==> src/hdl/swcd_pkg.sv <==
`timescale 1ns / 1ps
// Shared constants and types for the stable weight change detector.
// No dependencies; every other source file except swcd_ram imports this package.
package swcd_pkg;

   // Window capacity and sample width
   localparam int MAX_WINDOW  = 8;
   localparam int SAMPLE_BITS = 32;

   // Derived widths
   localparam int ADDR_BITS   = (MAX_WINDOW > 1) ? $clog2(MAX_WINDOW) : 1;
   localparam int RAM_DEPTH   = 2 ** ADDR_BITS;
   localparam int CNT_BITS    = $clog2(MAX_WINDOW + 1);
   localparam int CHANGE_BITS = SAMPLE_BITS + 1;
   localparam int INDEX_BITS  = 32;

   // Register file
   localparam int SENS_BITS      = 31;
   localparam int WSIZE_BITS     = 4;
   localparam int CSR_INDEX_BITS = 2;
   localparam int CSR_DATA_BITS  = 32;

   localparam logic [SENS_BITS-1:0]  SENS_RESET  = SENS_BITS'(9830);  // 0.15 in Q15.16
   localparam logic [WSIZE_BITS-1:0] WSIZE_RESET = WSIZE_BITS'(4);

   typedef enum logic [CSR_INDEX_BITS-1:0] {
      REG_SENSITIVITY = 2'd0,
      REG_WINDOW_SIZE = 2'd1
   } csr_reg_type;

   // Commands to the sorted row
   typedef struct packed {
      logic                          clear;   // empty the row
      logic                          insert;  // insert data in order
      logic                          calc;    // register the median
      logic signed [SAMPLE_BITS-1:0] data;
   } sort_cmd_type;

endpackage

==> src/hdl/swcd_if.sv <==
`timescale 1ns / 1ps
// Valid/ready channel interfaces: sample input, result output, register writes.
// Depends on swcd_pkg for field widths.

interface swcd_req_if import swcd_pkg::*; ();
   logic                          valid;
   logic                          ready;
   logic signed [SAMPLE_BITS-1:0] weight_sample;

   modport source (output valid, output weight_sample, input ready);
   modport sink   (input valid, input weight_sample, output ready);
endinterface

interface swcd_rsp_if import swcd_pkg::*; ();
   logic                          valid;
   logic                          ready;
   logic                          changed;
   logic signed [SAMPLE_BITS-1:0] stable_weight;
   logic signed [CHANGE_BITS-1:0] last_change;
   logic [INDEX_BITS-1:0]         change_index;

   modport source (output valid, output changed, output stable_weight,
                   output last_change, output change_index, input ready);
   modport sink   (input valid, input changed, input stable_weight,
                   input last_change, input change_index, output ready);
endinterface

interface swcd_csr_if import swcd_pkg::*; ();
   logic                      valid;
   logic                      ready;
   logic [CSR_INDEX_BITS-1:0] index;
   logic [CSR_DATA_BITS-1:0]  data;

   modport source (output valid, output index, output data, input ready);
   modport sink   (input valid, input index, input data, output ready);
endinterface

==> src/hdl/swcd_ram.sv <==
`timescale 1ns / 1ps
// Simple dual-port RAM, one write and one registered read port.
// Generic; no package dependency.
module swcd_ram #(
   parameter int WIDTH = 32,
   parameter int DEPTH = 8,
   parameter int AW    = 3
) (
   input  logic             clock,
   input  logic             wr_en,
   input  logic [AW-1:0]    wr_addr,
   input  logic [WIDTH-1:0] wr_data,
   input  logic [AW-1:0]    rd_addr,
   output logic [WIDTH-1:0] rd_data
);

   logic [WIDTH-1:0] mem [DEPTH];
   logic [WIDTH-1:0] rd_data_ff;

   always_ff @(posedge clock) begin
      if (wr_en) begin
         mem[wr_addr] <= wr_data;
      end
      rd_data_ff <= mem[rd_addr];
   end

   assign rd_data = rd_data_ff;

endmodule

==> src/hdl/swcd_sort.sv <==
`timescale 1ns / 1ps
// Sorted row of window samples built by insertion, plus median selection.
// Depends on swcd_pkg.
module swcd_sort import swcd_pkg::*; (
   input  logic                          clock,
   input  logic                          reset,
   input  sort_cmd_type                  cmd,
   output logic signed [SAMPLE_BITS-1:0] median
);

   logic signed [SAMPLE_BITS-1:0] row_ff [MAX_WINDOW];
   logic signed [SAMPLE_BITS-1:0] row_in [MAX_WINDOW];
   logic signed [SAMPLE_BITS-1:0] prev   [MAX_WINDOW];
   logic [CNT_BITS-1:0]           cnt_ff, cnt_in, cnt_base;
   logic [MAX_WINDOW-1:0]         below, greater, shift;
   logic signed [SAMPLE_BITS-1:0] median_ff, median_in;
   logic signed [SAMPLE_BITS-1:0] mid_hi, mid_lo;
   logic signed [CHANGE_BITS-1:0] mid_sum;
   logic [CNT_BITS-1:0]           mid;

   // Insertion: entries above the new value move up one place
   always_comb begin
      cnt_base = cmd.clear ? '0 : cnt_ff;
      for (int i = 0; i < MAX_WINDOW; i++) begin
         below[i]   = CNT_BITS'(i) < cnt_base;
         greater[i] = row_ff[i] > cmd.data;
      end
      shift[0] = 1'b0;
      prev[0]  = cmd.data;
      for (int i = 1; i < MAX_WINDOW; i++) begin
         shift[i] = below[i-1] && greater[i-1];
         prev[i]  = row_ff[i-1];
      end
      for (int i = 0; i < MAX_WINDOW; i++) begin
         if (below[i] && !greater[i]) begin
            row_in[i] = row_ff[i];
         end else if (shift[i]) begin
            row_in[i] = prev[i];
         end else begin
            row_in[i] = cmd.data;
         end
      end
      cnt_in = cmd.insert ? cnt_base + 1'b1 : cnt_base;
   end

   // Median: middle entry, or floored mean of the two middle entries
   always_comb begin
      mid    = cnt_ff >> 1;
      mid_hi = '0;
      mid_lo = '0;
      for (int i = 0; i < MAX_WINDOW; i++) begin
         if (CNT_BITS'(i) == mid) begin
            mid_hi = row_ff[i];
         end
         if (CNT_BITS'(i + 1) == mid) begin
            mid_lo = row_ff[i];
         end
      end
      mid_sum   = CHANGE_BITS'(mid_hi) + CHANGE_BITS'(mid_lo);
      median_in = cnt_ff[0] ? mid_hi : mid_sum[CHANGE_BITS-1:1];
   end

   always_ff @(posedge clock) begin
      if (reset) begin
         cnt_ff <= '0;
      end else begin
         cnt_ff <= cnt_in;
      end
   end

   always_ff @(posedge clock) begin
      if (cmd.insert) begin
         for (int i = 0; i < MAX_WINDOW; i++) begin
            row_ff[i] <= row_in[i];
         end
      end
      if (cmd.calc) begin
         median_ff <= median_in;
      end
   end

   assign median = median_ff;

endmodule

==> src/hdl/stable_weight_change_detector.sv <==
`timescale 1ns / 1ps
// Stable weight change detector. Each accepted sample is checked against the
// window of recent samples, which lives in a small RAM read one entry per
// cycle. From one accepted sample to the next an item goes through these steps
// in order: one scan read per held sample, a drain of the last RAM read when
// samples are held, the write-back of the sample, the median, the decision
// (which waits for a free result slot) and idle to take the next sample.
// The next sample is taken while a result still waits on the output
// register.
// Writing window_size empties the window. Depends on swcd_pkg, swcd_if,
// swcd_ram and swcd_sort.
module stable_weight_change_detector import swcd_pkg::*; (
   input  logic       clock,
   input  logic       reset,
   swcd_req_if.sink   req_chan,
   swcd_rsp_if.source rsp_chan,
   swcd_csr_if.sink   csr_chan
);

   typedef enum logic [3:0] {
      ST_IDLE   = 4'b0001,
      ST_SCAN   = 4'b0010,
      ST_MEDIAN = 4'b0100,
      ST_DECIDE = 4'b1000
   } state_type;

   state_type                     state_ff, state_in;
   logic [SENS_BITS-1:0]          sens_ff, sens_in;
   logic [WSIZE_BITS-1:0]         wsize_ff, wsize_in;
   logic [CNT_BITS-1:0]           fill_ff, fill_in;
   logic [ADDR_BITS-1:0]          head_ff, head_in;
   logic signed [SAMPLE_BITS-1:0] sample_ff, sample_in;
   logic                          stable_ff, stable_in;
   logic [CNT_BITS-1:0]           rk_ff, rk_in;
   logic [CNT_BITS-1:0]           pk_ff, pk_in;
   logic                          vld_ff, vld_in;
   logic signed [SAMPLE_BITS-1:0] held_stable_ff, held_stable_in;
   logic signed [CHANGE_BITS-1:0] held_change_ff, held_change_in;
   logic [INDEX_BITS-1:0]         count_ff, count_in;
   logic [INDEX_BITS-1:0]         held_index_ff, held_index_in;
   logic                          rsp_valid_ff, rsp_valid_in;
   logic                          changed_ff, changed_in;

   logic                          req_xfer, csr_xfer, slot_free, rd_en, scan_done;
   logic [CNT_BITS-1:0]           cap, keep;
   logic [ADDR_BITS-1:0]          rd_addr;
   logic signed [SAMPLE_BITS-1:0] rd_data, median;
   logic signed [CHANGE_BITS-1:0] scan_diff, med_diff;
   logic [CHANGE_BITS-1:0]        scan_mag, med_mag;
   logic                          is_change;
   sort_cmd_type                  sort_cmd;

   // Handshakes
   assign req_xfer          = req_chan.valid && req_chan.ready;
   assign csr_xfer          = csr_chan.valid && csr_chan.ready;
   assign req_chan.ready    = (state_ff == ST_IDLE);
   assign csr_chan.ready    = 1'b1;
   assign slot_free         = !rsp_valid_ff || rsp_chan.ready;

   // Effective capacity and number of old samples that stay after the push
   always_comb begin
      if (wsize_ff == '0) begin
         cap = CNT_BITS'(1);
      end else if (int'(wsize_ff) > MAX_WINDOW) begin
         cap = CNT_BITS'(MAX_WINDOW);
      end else begin
         cap = CNT_BITS'(wsize_ff);
      end
      keep = (fill_ff >= cap) ? cap - 1'b1 : fill_ff;
   end

   // Window scan: newest entry first, one RAM read per cycle
   assign rd_en     = (state_ff == ST_SCAN) && (rk_ff < fill_ff);
   assign rd_addr   = head_ff - ADDR_BITS'(1) - rk_ff[ADDR_BITS-1:0];
   assign scan_done = (state_ff == ST_SCAN) && !rd_en && !vld_ff;
   assign scan_diff = CHANGE_BITS'(sample_ff) - CHANGE_BITS'(rd_data);
   assign scan_mag  = scan_diff[CHANGE_BITS-1] ? CHANGE_BITS'(-scan_diff)
                                               : CHANGE_BITS'(scan_diff);

   swcd_ram #(
      .WIDTH (SAMPLE_BITS),
      .DEPTH (RAM_DEPTH),
      .AW    (ADDR_BITS)
   ) u_ram (
      .clock   (clock),
      .wr_en   (scan_done),
      .wr_addr (head_ff),
      .wr_data (sample_ff),
      .rd_addr (rd_addr),
      .rd_data (rd_data)
   );

   // Sorted copy of the new window
   always_comb begin
      sort_cmd.clear  = req_xfer;
      sort_cmd.insert = req_xfer || ((state_ff == ST_SCAN) && vld_ff && (pk_ff < keep));
      sort_cmd.calc   = (state_ff == ST_MEDIAN);
      sort_cmd.data   = req_xfer ? req_chan.weight_sample : rd_data;
   end

   swcd_sort u_sort (
      .clock  (clock),
      .reset  (reset),
      .cmd    (sort_cmd),
      .median (median)
   );

   // Change decision against the held stable weight
   assign med_diff  = CHANGE_BITS'(median) - CHANGE_BITS'(held_stable_ff);
   assign med_mag   = med_diff[CHANGE_BITS-1] ? CHANGE_BITS'(-med_diff)
                                              : CHANGE_BITS'(med_diff);
   assign is_change = stable_ff && (med_mag > CHANGE_BITS'(sens_ff));

   // Sequencer and state update
   always_comb begin
      state_in       = state_ff;
      sens_in        = sens_ff;
      wsize_in       = wsize_ff;
      fill_in        = fill_ff;
      head_in        = head_ff;
      sample_in      = sample_ff;
      stable_in      = stable_ff;
      rk_in          = rk_ff;
      pk_in          = rk_ff;
      vld_in         = rd_en;
      held_stable_in = held_stable_ff;
      held_change_in = held_change_ff;
      count_in       = count_ff;
      held_index_in  = held_index_ff;
      changed_in     = changed_ff;
      rsp_valid_in   = rsp_valid_ff && !rsp_chan.ready;

      if (csr_xfer) begin
         unique case (csr_chan.index)
            REG_SENSITIVITY: sens_in = csr_chan.data[SENS_BITS-1:0];
            REG_WINDOW_SIZE: begin
               wsize_in = csr_chan.data[WSIZE_BITS-1:0];
               fill_in  = '0;
            end
            default: ;
         endcase
      end

      unique case (state_ff)
         ST_IDLE: begin
            if (req_xfer) begin
               sample_in = req_chan.weight_sample;
               stable_in = 1'b1;
               rk_in     = '0;
               state_in  = ST_SCAN;
            end
         end
         ST_SCAN: begin
            if (rd_en) begin
               rk_in = rk_ff + 1'b1;
            end
            if (vld_ff && (scan_mag >= CHANGE_BITS'(sens_ff))) begin
               stable_in = 1'b0;
            end
            if (scan_done) begin
               fill_in  = keep + 1'b1;
               head_in  = head_ff + 1'b1;
               state_in = ST_MEDIAN;
            end
         end
         ST_MEDIAN: begin
            state_in = ST_DECIDE;
         end
         ST_DECIDE: begin
            if (slot_free) begin
               if (is_change) begin
                  held_stable_in = median;
                  held_change_in = med_diff;
                  held_index_in  = count_ff;
               end
               changed_in   = is_change;
               count_in     = count_ff + 1'b1;
               rsp_valid_in = 1'b1;
               state_in     = ST_IDLE;
            end
         end
         default: state_in = ST_IDLE;
      endcase
   end

   always_ff @(posedge clock) begin
      if (reset) begin
         state_ff       <= ST_IDLE;
         sens_ff        <= SENS_RESET;
         wsize_ff       <= WSIZE_RESET;
         fill_ff        <= '0;
         head_ff        <= '0;
         rk_ff          <= '0;
         vld_ff         <= 1'b0;
         held_stable_ff <= '0;
         held_change_ff <= '0;
         count_ff       <= '0;
         held_index_ff  <= '0;
         rsp_valid_ff   <= 1'b0;
      end else begin
         state_ff       <= state_in;
         sens_ff        <= sens_in;
         wsize_ff       <= wsize_in;
         fill_ff        <= fill_in;
         head_ff        <= head_in;
         rk_ff          <= rk_in;
         vld_ff         <= vld_in;
         held_stable_ff <= held_stable_in;
         held_change_ff <= held_change_in;
         count_ff       <= count_in;
         held_index_ff  <= held_index_in;
         rsp_valid_ff   <= rsp_valid_in;
      end
   end

   always_ff @(posedge clock) begin
      sample_ff  <= sample_in;
      stable_ff  <= stable_in;
      pk_ff      <= pk_in;
      changed_ff <= changed_in;
   end

   // Result register; held values change only when a result is loaded
   assign rsp_chan.valid         = rsp_valid_ff;
   assign rsp_chan.changed       = changed_ff;
   assign rsp_chan.stable_weight = held_stable_ff;
   assign rsp_chan.last_change   = held_change_ff;
   assign rsp_chan.change_index  = held_index_ff;

`ifndef SYNTHESIS
   a_fill_bound: assert property (@(posedge clock) disable iff (reset)
      fill_ff <= CNT_BITS'(MAX_WINDOW))
      else $error("window fill exceeds capacity");

   a_accept_starts_scan: assert property (@(posedge clock) disable iff (reset)
      req_xfer |=> (state_ff == ST_SCAN) && (rk_ff == '0) && stable_ff)
      else $error("accepted sample did not start a scan");

   a_result_from_decide: assert property (@(posedge clock) disable iff (reset)
      $rose(rsp_valid_ff) |-> $past(state_ff) == ST_DECIDE)
      else $error("result raised outside the decision step");

   a_change_nonzero: assert property (@(posedge clock) disable iff (reset)
      (rsp_valid_ff && changed_ff) |-> (held_change_ff != '0))
      else $error("change flagged with zero change");
`endif

endmodule

==> src/flat_wrapper.sv <==
// flat-port wrapper written by rule: the top's interface ports become plain ports
module stable_weight_change_detector_flat import swcd_pkg::*;
  (clock, reset, req_chan_valid, req_chan_weight_sample, req_chan_ready, rsp_chan_valid, rsp_chan_changed, rsp_chan_stable_weight, rsp_chan_last_change, rsp_chan_change_index, rsp_chan_ready, csr_chan_valid, csr_chan_index, csr_chan_data, csr_chan_ready);
  swcd_req_if req_chan_i ();
  swcd_rsp_if rsp_chan_i ();
  swcd_csr_if csr_chan_i ();
  input  logic clock;
  input  logic reset;
  input wire logic [$bits(req_chan_i.valid)-1:0] req_chan_valid;
  input wire logic [$bits(req_chan_i.weight_sample)-1:0] req_chan_weight_sample;
  output wire logic [$bits(req_chan_i.ready)-1:0] req_chan_ready;
  output wire logic [$bits(rsp_chan_i.valid)-1:0] rsp_chan_valid;
  output wire logic [$bits(rsp_chan_i.changed)-1:0] rsp_chan_changed;
  output wire logic [$bits(rsp_chan_i.stable_weight)-1:0] rsp_chan_stable_weight;
  output wire logic [$bits(rsp_chan_i.last_change)-1:0] rsp_chan_last_change;
  output wire logic [$bits(rsp_chan_i.change_index)-1:0] rsp_chan_change_index;
  input wire logic [$bits(rsp_chan_i.ready)-1:0] rsp_chan_ready;
  input wire logic [$bits(csr_chan_i.valid)-1:0] csr_chan_valid;
  input wire logic [$bits(csr_chan_i.index)-1:0] csr_chan_index;
  input wire logic [$bits(csr_chan_i.data)-1:0] csr_chan_data;
  output wire logic [$bits(csr_chan_i.ready)-1:0] csr_chan_ready;
  assign req_chan_i.valid = req_chan_valid;
  assign req_chan_i.weight_sample = req_chan_weight_sample;
  assign req_chan_ready = req_chan_i.ready;
  assign rsp_chan_valid = rsp_chan_i.valid;
  assign rsp_chan_changed = rsp_chan_i.changed;
  assign rsp_chan_stable_weight = rsp_chan_i.stable_weight;
  assign rsp_chan_last_change = rsp_chan_i.last_change;
  assign rsp_chan_change_index = rsp_chan_i.change_index;
  assign rsp_chan_i.ready = rsp_chan_ready;
  assign csr_chan_i.valid = csr_chan_valid;
  assign csr_chan_i.index = csr_chan_index;
  assign csr_chan_i.data = csr_chan_data;
  assign csr_chan_ready = csr_chan_i.ready;
  stable_weight_change_detector u_core (.clock(clock), .reset(reset), .req_chan(req_chan_i), .rsp_chan(rsp_chan_i), .csr_chan(csr_chan_i));
endmodule
==> config.mk <==
export PLATFORM = sky130hd
export DESIGN_NAME = stable_weight_change_detector_flat
export DESIGN_NICKNAME = d
export VERILOG_FILES = /design/src/hdl/swcd_pkg.sv /design/src/hdl/swcd_if.sv /design/src/hdl/swcd_ram.sv /design/src/hdl/swcd_sort.sv /design/src/hdl/stable_weight_change_detector.sv /design/src/flat_wrapper.sv
export SDC_FILE = /design/constraint.sdc
export NUM_CORES = 2
export LEC_CHECK = 0
export BUFFER_PORTS_ARGS = -buffer_cell sky130_fd_sc_hd__clkbuf_2
export CORE_MARGIN = 5
export CORE_UTILIZATION = 45
export CTS_CLUSTER_DIAMETER = 80
export CTS_CLUSTER_SIZE = 8
export DETAILED_ROUTE_END_ITERATION = 10
export PLACE_DENSITY_LB_ADDON = 0.1
export SLEW_MARGIN = 20
export SYNTH_ARGS = -nofsm -noshare
export SYNTH_HDL_FRONTEND = slang
export SYNTH_SLANG_ARGS = --single-unit
==> constraint.sdc <==
create_clock -name clock -period 6.85 [get_ports clock]
set_clock_uncertainty 0.2 [all_clocks]
set_input_delay 0.685 -clock clock [delete_from_list [all_inputs] [get_ports clock]]
set_output_delay 0.685 -clock clock [all_outputs]
set_load 0.01 [all_outputs]
=== Word level (Yosys, flattened, before mapping) ===
Memories as Yosys holds them, arrays and structs flattened. A register that Yosys moved wholly into a read port is not among the register bits.
Cells that the tools add are included.

* RAM bits: 512
* Register bits: 255
* Memories kept: 2
* Input bits: 71
* Logic and storage cells: 182
* Output and inout port bits: 101

{| class="wikitable"
|+ Memories
! memory !! depth !! width !! read ports !! clocked after memory_dff !! write ports !! RTL line !! text
|-
| u_core.u_ram.mem || 8 || 32 || 1 || 1 || 1 || swcd_ram.sv:17 || <nowiki>logic [WIDTH-1:0] mem [DEPTH];</nowiki>
|-
| u_core.u_sort.row_ff || 8 || 32 || 8 || 0 || 8 || swcd_sort.sv:11 || <nowiki>logic signed [SAMPLE_BITS-1:0] row_ff [MAX_WINDOW];</nowiki>
|}

* Mux-type cells: 59
* Equal/unequal tests: 17
* Reduce and logical (&&, ||, !) cells: 51
* Add/sub/neg operators: 13
* Order comparisons: 22

{| class="wikitable"
|+ Operators by type and width
! kind !! number
|-
| $mux W32 || 32
|-
| $gt A32 B32 Y1 || 8
|-
| $mux W33 || 2
|-
| $neg A33 Y33 || 2
|-
| $sub A32 B32 Y33 || 2
|-
| $mux W4 || 14
|-
| $add A32 B32 Y33 || 1
|-
| $ge A33 B31 Y1 || 1
|-
| $gt A33 B31 Y1 || 1
|-
| $add A32 B1 Y32 const B || 1
|-
| $logic_and A1 B1 Y1 || 24
|-
| $lt A3 B4 Y1 const A || 4
|-
| $pmux W4 S4 || 1
|-
| $add A4 B1 Y4 const B || 3
|-
| $eq A3 B3 Y1 const A || 4
|-
| $logic_not A1 Y1 || 12
|-
| $reduce_and A3 Y1 || 4
|-
| $reduce_and A2 Y1 || 5
|-
| $logic_not A4 Y1 || 2
|-
| $lt A1 B4 Y1 const A || 2
|-
| $lt A2 B4 Y1 const A || 2
|-
| $lt A4 B4 Y1 || 2
|-
| $mux W1 || 8
|-
| $pmux W4 S2 || 1
|-
| other kinds (19) || 24
|}

=== Depth between registers and ports, before layout ===
* Word-level depth: 11
* Gate-level depth with buffers: 28
* Depth with buffers taken out: 26

=== Hierarchy ===
Synthesis repeated with hierarchy kept, for this count alone.

* Cell total of the unflattened synthesis: 4528
* Area, all modules: 49602.6 µm²

{| class="wikitable"
|+ Modules (own cells, without submodules)
! module !! seq. area each (µm²) !! area an instance (µm²) !! cells an instance !! times used
|-
| swcd_sort || 8728.4 || 23372.4 || 2144 || 1
|-
| stable_weight_change_detector || 4724.5 || 15763.9 || 1969 || 1
|-
| swcd_ram || 8328.0 || 10466.3 || 415 || 1
|}

=== Worst setup path before layout ===
No wires, ideal clock.

* Path type: register -> register
* Start: reg u_core.state_ff[3]
* End: mem u_core.u_sort.row_ff[0][0] (enable)
* Buffers on the path: 2
* Clock period less this slack: 7.130 ns
* Library setup time: 0.441 ns
* Data required time: 6.209 ns
* Cell stages (with the launch flop): 21
* Arrival time: 6.490 ns
* Path slack: -0.280 ns
* Cells stage by stage: dfxtp_1 -> nor4b_1 -> nand2_1 -> inv_1 -> clkbuf_1 -> clkbuf_1 -> nand2_1 -> o21ai_1 -> inv_1 -> ha_1 -> a21o_1 -> a21o_1 -> a21o_1 -> a21o_1 -> a21o_1 -> a21o_1 -> a21oi_1 -> o21ai_0 -> nor3_1 -> a21boi_0 -> a31oi_1

{| class="wikitable"
|+ RTL lines
! element !! RTL line !! text
|-
| start, declared || stable_weight_change_detector.sv:27 || <nowiki>state_type state_ff, state_in;</nowiki>
|-
| start signal, assigned || stable_weight_change_detector.sv:201 || <nowiki>state_ff <= state_in;</nowiki>
|-
| end, declared || swcd_sort.sv:11 ||
|}

==> qor.json <==
{
  "grt_pass1_wl_mm": 244,
  "worstSkewPairLatency_ns": 0.72,
  "status": "finished clean",
  "crit-reg2reg-launch": "u_core.state_ff[3]$_SDFFE_PP0P_",
  "vdd_ir_drop_max_mv": 0.204,
  "dp.final_hpwl_mm": 119,
  "switching_fraction_pct": 30.2,
  "postSynth.asyncResetShare_pct": 0,
  "final_worst_setup_slack_ns": 0.286,
  "totalWireLength_mm": 164,
  "fin_crit_ns": 6.56,
  "fin_setup_tns_ns": 0,
  "cp.arrival_ns": 6.70,
  "synth_area_leaders": "sky130_fd_sc_hd__edfxtp_1, sky130_fd_sc_hd__ha_1, sky130_fd_sc_hd__dfxtp_1",
  "syn-cell-area_um2": 49500,
  "timing.slew.headroom_pct": 20.7,
  "synth_enable_flop_cells": 578,
  "route.detailed.drc": 0,
  "dp_slack_ns": 0.105,
  "ys_types": 85,
  "die_area_um2": 117000,
  "dieWidth_um": 342,
  "post-synth-top-area-fraction_pct": 35.0,
  "mostFrequentLayoutCell": "sky130_fd_sc_hd__edfxtp_1",
  "share_clk_of_total_power_pct": 36.8,
  "yosys_register_bits": 799,
  "io_pins": 172,
  "setup.reg_to_reg.worst_slack_ns": 0.29,
  "syn_nets": 5178,
  "place_inst": 6234,
  "report.final.setup_viol": 0,
  "worstHoldPathCells": 3,
  "worst_slew_pin_slew_ns": 1.18,
  "net-switching-power_w": 0.00433,
  "fmax_ghz": 0.152,
  "grt_residual_overflow": 0,
  "gp_congestion": 0.933,
  "p_leak_nw": 21.5,
  "antenna_cells": 0,
  "part_of_the_power_in_combinational_logic_pct": 22.4,
  "detailedRoute.firstIterationViolations": 3656,
  "critical_path.startpoint": "u_core.state_ff[3]$_SDFFE_PP0P_",
  "largest_net_degree_at_the_start_of_global_routing": 117,
  "r2r_path_end": "u_core.u_sort.row_ff[1][18]$_DFFE_PP_",
  "final-instance-count-excl-fill": 6470,
  "post_route_cells_drive_above_1_share_pct": 17.7,
  "cts_tree": "built",
  "placement.io_buffers": 169,
  "wl_per_cell_um": 25.4,
  "clk_transition_reported_paths_ns": 0.06,
  "die-height_um": 342,
  "sequential_cell_area_um2": 21800,
  "initial_utilization_pct": 45.4,
  "vias_per_cell": 5.99,
  "setup.worst_path.class": "register to register",
  "synth-warning-count": 0,
  "whs_ns": 0.0556,
  "finalMaxSlewViolations": 0,
  "sequentialPowerShare_pct": 40.8,
  "synth_sequential_area_ratio_pct": 44.0,
  "clk_path_buf_depth": 3,
  "final_nets": 5435,
  "critical_path_source_type": "register",
  "flow.area_growth_from_synthesis_pct": 14.5,
  "cp.required_ns": 6.98,
  "grt.total_usage_pct": 27.4,
  "layout.cells.most_common_list": "sky130_fd_sc_hd__edfxtp_1, sky130_fd_sc_hd__ha_1, sky130_fd_sc_hd__a21oi_1",
  "clkSinkCount": 799,
  "min_delay_worst_endpoint": "u_core.sens_ff[22]$_SDFFE_PP0P_",
  "synth_ff_type": "sky130_fd_sc_hd__edfxtp_1",
  "dr_total_vias": 38800,
  "final.period_utilization_pct": 95.8,
  "timing.hold.worst.class": "primary input to register",
  "power.density_nw_per_um2": 252,
  "pre_repair_dr_iteration_count": 6,
  "cts-root-buf": "sky130_fd_sc_hd__clkbuf_16",
  "synth_top_area_cell": "sky130_fd_sc_hd__edfxtp_1",
  "maxCapViolCount": 0,
  "rr_worst_depth": 19,
  "finalHoldViolations": 0,
  "syn_area_per_cell_um2": 10.6,
  "nFillCells": 9823,
  "std_cell_rows": 121,
  "post_synth_inst_count": 4670,
  "crit_path_end_kind": "register",
  "antenna_found_initial": 2,
  "numCtsBuffers": 112,
  "worst_hold_startpoint": "csr_chan_data[22]",
  "p_int_w": 0.00999,
  "postRouteAntennaNets": 0,
  "grt_setup_unrepaired": "false",
  "multi_input_comb_area_um2": 26400,
  "grt_pass1_vias": 37200,
  "core_region_area_um2": 109000,
  "htree_levels": 3,
  "worstPathMaxFanout": 39
}
power by group through the flow:
stage               Clock, W  Combinational (W)  Sequential, W
floorplan                  0            0.00210        0.00580
global placement           0            0.00308        0.00593
detailed placement         0            0.00311        0.00593
CTS                  0.00538            0.00316        0.00583
global route         0.00558            0.00350        0.00586
finish               0.00527            0.00320        0.00584
how the worst max path moves through the flow:
stage	cells past startpoint	slack [ns]	to
after global placement	23	0.21	u_core.rsp_chan.last_change[28]$_SDFFE_PP0P_
after CTS	23	0.07	u_core.rsp_chan.last_change[2]$_SDFFE_PP0P_
final	19	0.29	u_core.u_sort.row_ff[1][18]$_DFFE_PP_
after floorplan	14	0.27	u_core.u_sort.row_ff[0][100]$_DFFE_PP_
after detailed placement	23	0.11	u_core.rsp_chan.last_change[28]$_SDFFE_PP0P_
after global routing	25	0.04	u_core.rsp_chan.change_index[1]$_SDFFE_PP0P_
per-stage QoR:
| stage | power [W] | instance area (um2) | util [%] |
|---|---|---|---|
| floorplan | 0.00790 | 49600 | - |
| global placement | 0.00901 | 52900 | 48.4 |
| detailed placement | 0.00904 | 52900 | 48.4 |
| CTS | 0.0144 | 56700 | 51.9 |
| global route | 0.0149 | 56700 | 52.0 |
| finish | 0.0143 | 56700 | 52.0 |
kinds of logic (layout without fill, tap and decap cells):
logic type	count (synthesis)	count (layout)	share of synthesized area, %
AO/OA/AOI/OAI	1188	1188	15.0
XOR/XNOR	148	148	2.62
adder cells (fa/ha/maj)	437	437	11.1
buffers and inverters	429	753	3.34
flip-flops	799	799	44.0
multiplexers	486	486	12.4
other	1	1	0.00757
AND/OR/NAND/NOR	1182	1182	11.5
critical path, stage by stage (launching register included):
cell                       delay (ns)
sky130_fd_sc_hd__dfxtp_1         0.35
sky130_fd_sc_hd__nor4b_1         0.40
sky130_fd_sc_hd__nand2_1         0.30
sky130_fd_sc_hd__inv_4           0.29
sky130_fd_sc_hd__buf_12          0.25
sky130_fd_sc_hd__nand2_1         0.10
sky130_fd_sc_hd__o21ai_1         0.31
sky130_fd_sc_hd__inv_1           0.18
sky130_fd_sc_hd__ha_1            0.37
sky130_fd_sc_hd__nand2_1         0.11
sky130_fd_sc_hd__nor3_1          0.45
sky130_fd_sc_hd__nand2_1         0.22
sky130_fd_sc_hd__nor3_1          0.24
sky130_fd_sc_hd__buf_4           0.16
sky130_fd_sc_hd__nand3_1         0.20
sky130_fd_sc_hd__a21oi_1         0.34
sky130_fd_sc_hd__or4_1           0.17
sky130_fd_sc_hd__o211ai_1        0.24
sky130_fd_sc_hd__a21oi_4         0.70
sky130_fd_sc_hd__buf_4           0.57
layer usage:
layer  up-vias  global-route usage (%)  routed length [um]
met5         -                       0                  16
met2      1354                    43.4               73700
met4         2                    9.27                5930
met1     19000                    38.8               74000
met3       250                    3.96               10800
li1      18200                       -                   -
what timing repair did:
item	in CTS	in global routing
hold buffers	53	0
hold endpoints to repair	53	0
buffers inserted	0	2
resized for setup	0	8
setup endpoints to repair	0	120
cell usage after synthesis (15+ instances only):
library cell and instances:
sky130_fd_sc_hd__clkbuf_1 185, sky130_fd_sc_hd__buf_1 30, sky130_fd_sc_hd__nand2_1 345, sky130_fd_sc_hd__nor3_1 69, sky130_fd_sc_hd__o21ai_0 275, sky130_fd_sc_hd__edfxtp_1 578
sky130_fd_sc_hd__o221ai_1 20, sky130_fd_sc_hd__o21ai_1 39, sky130_fd_sc_hd__mux2_2 287, sky130_fd_sc_hd__or4_1 16, sky130_fd_sc_hd__nor2b_1 51, sky130_fd_sc_hd__ha_1 433
sky130_fd_sc_hd__a21o_1 148, sky130_fd_sc_hd__and3_1 25, sky130_fd_sc_hd__nor2_1 279, sky130_fd_sc_hd__nor4_1 18, sky130_fd_sc_hd__dfxtp_1 221, sky130_fd_sc_hd__or3_1 30
sky130_fd_sc_hd__a221o_1 29, sky130_fd_sc_hd__mux2i_1 125, sky130_fd_sc_hd__nand4_1 93, sky130_fd_sc_hd__a31oi_1 34, sky130_fd_sc_hd__nand3_1 134, sky130_fd_sc_hd__o211ai_1 33
sky130_fd_sc_hd__xnor2_1 87, sky130_fd_sc_hd__nand2b_1 52, sky130_fd_sc_hd__inv_1 197, sky130_fd_sc_hd__a211oi_1 48, sky130_fd_sc_hd__a21oi_1 356, sky130_fd_sc_hd__xor2_1 61
sky130_fd_sc_hd__mux4_2 74, sky130_fd_sc_hd__o22ai_1 19, sky130_fd_sc_hd__o21a_1 59, sky130_fd_sc_hd__a211o_1 15
layout make-up:
class                      count  area share, %
sequential                   799           38.4
multi-input combinational   3442           46.5
tap                         1476           3.25
clock buffer                 172           5.41
timing repair buffer         375           4.73
inverter                     197           1.31
clock inverter                 9          0.346
Power figures use the tool's default switching activity.
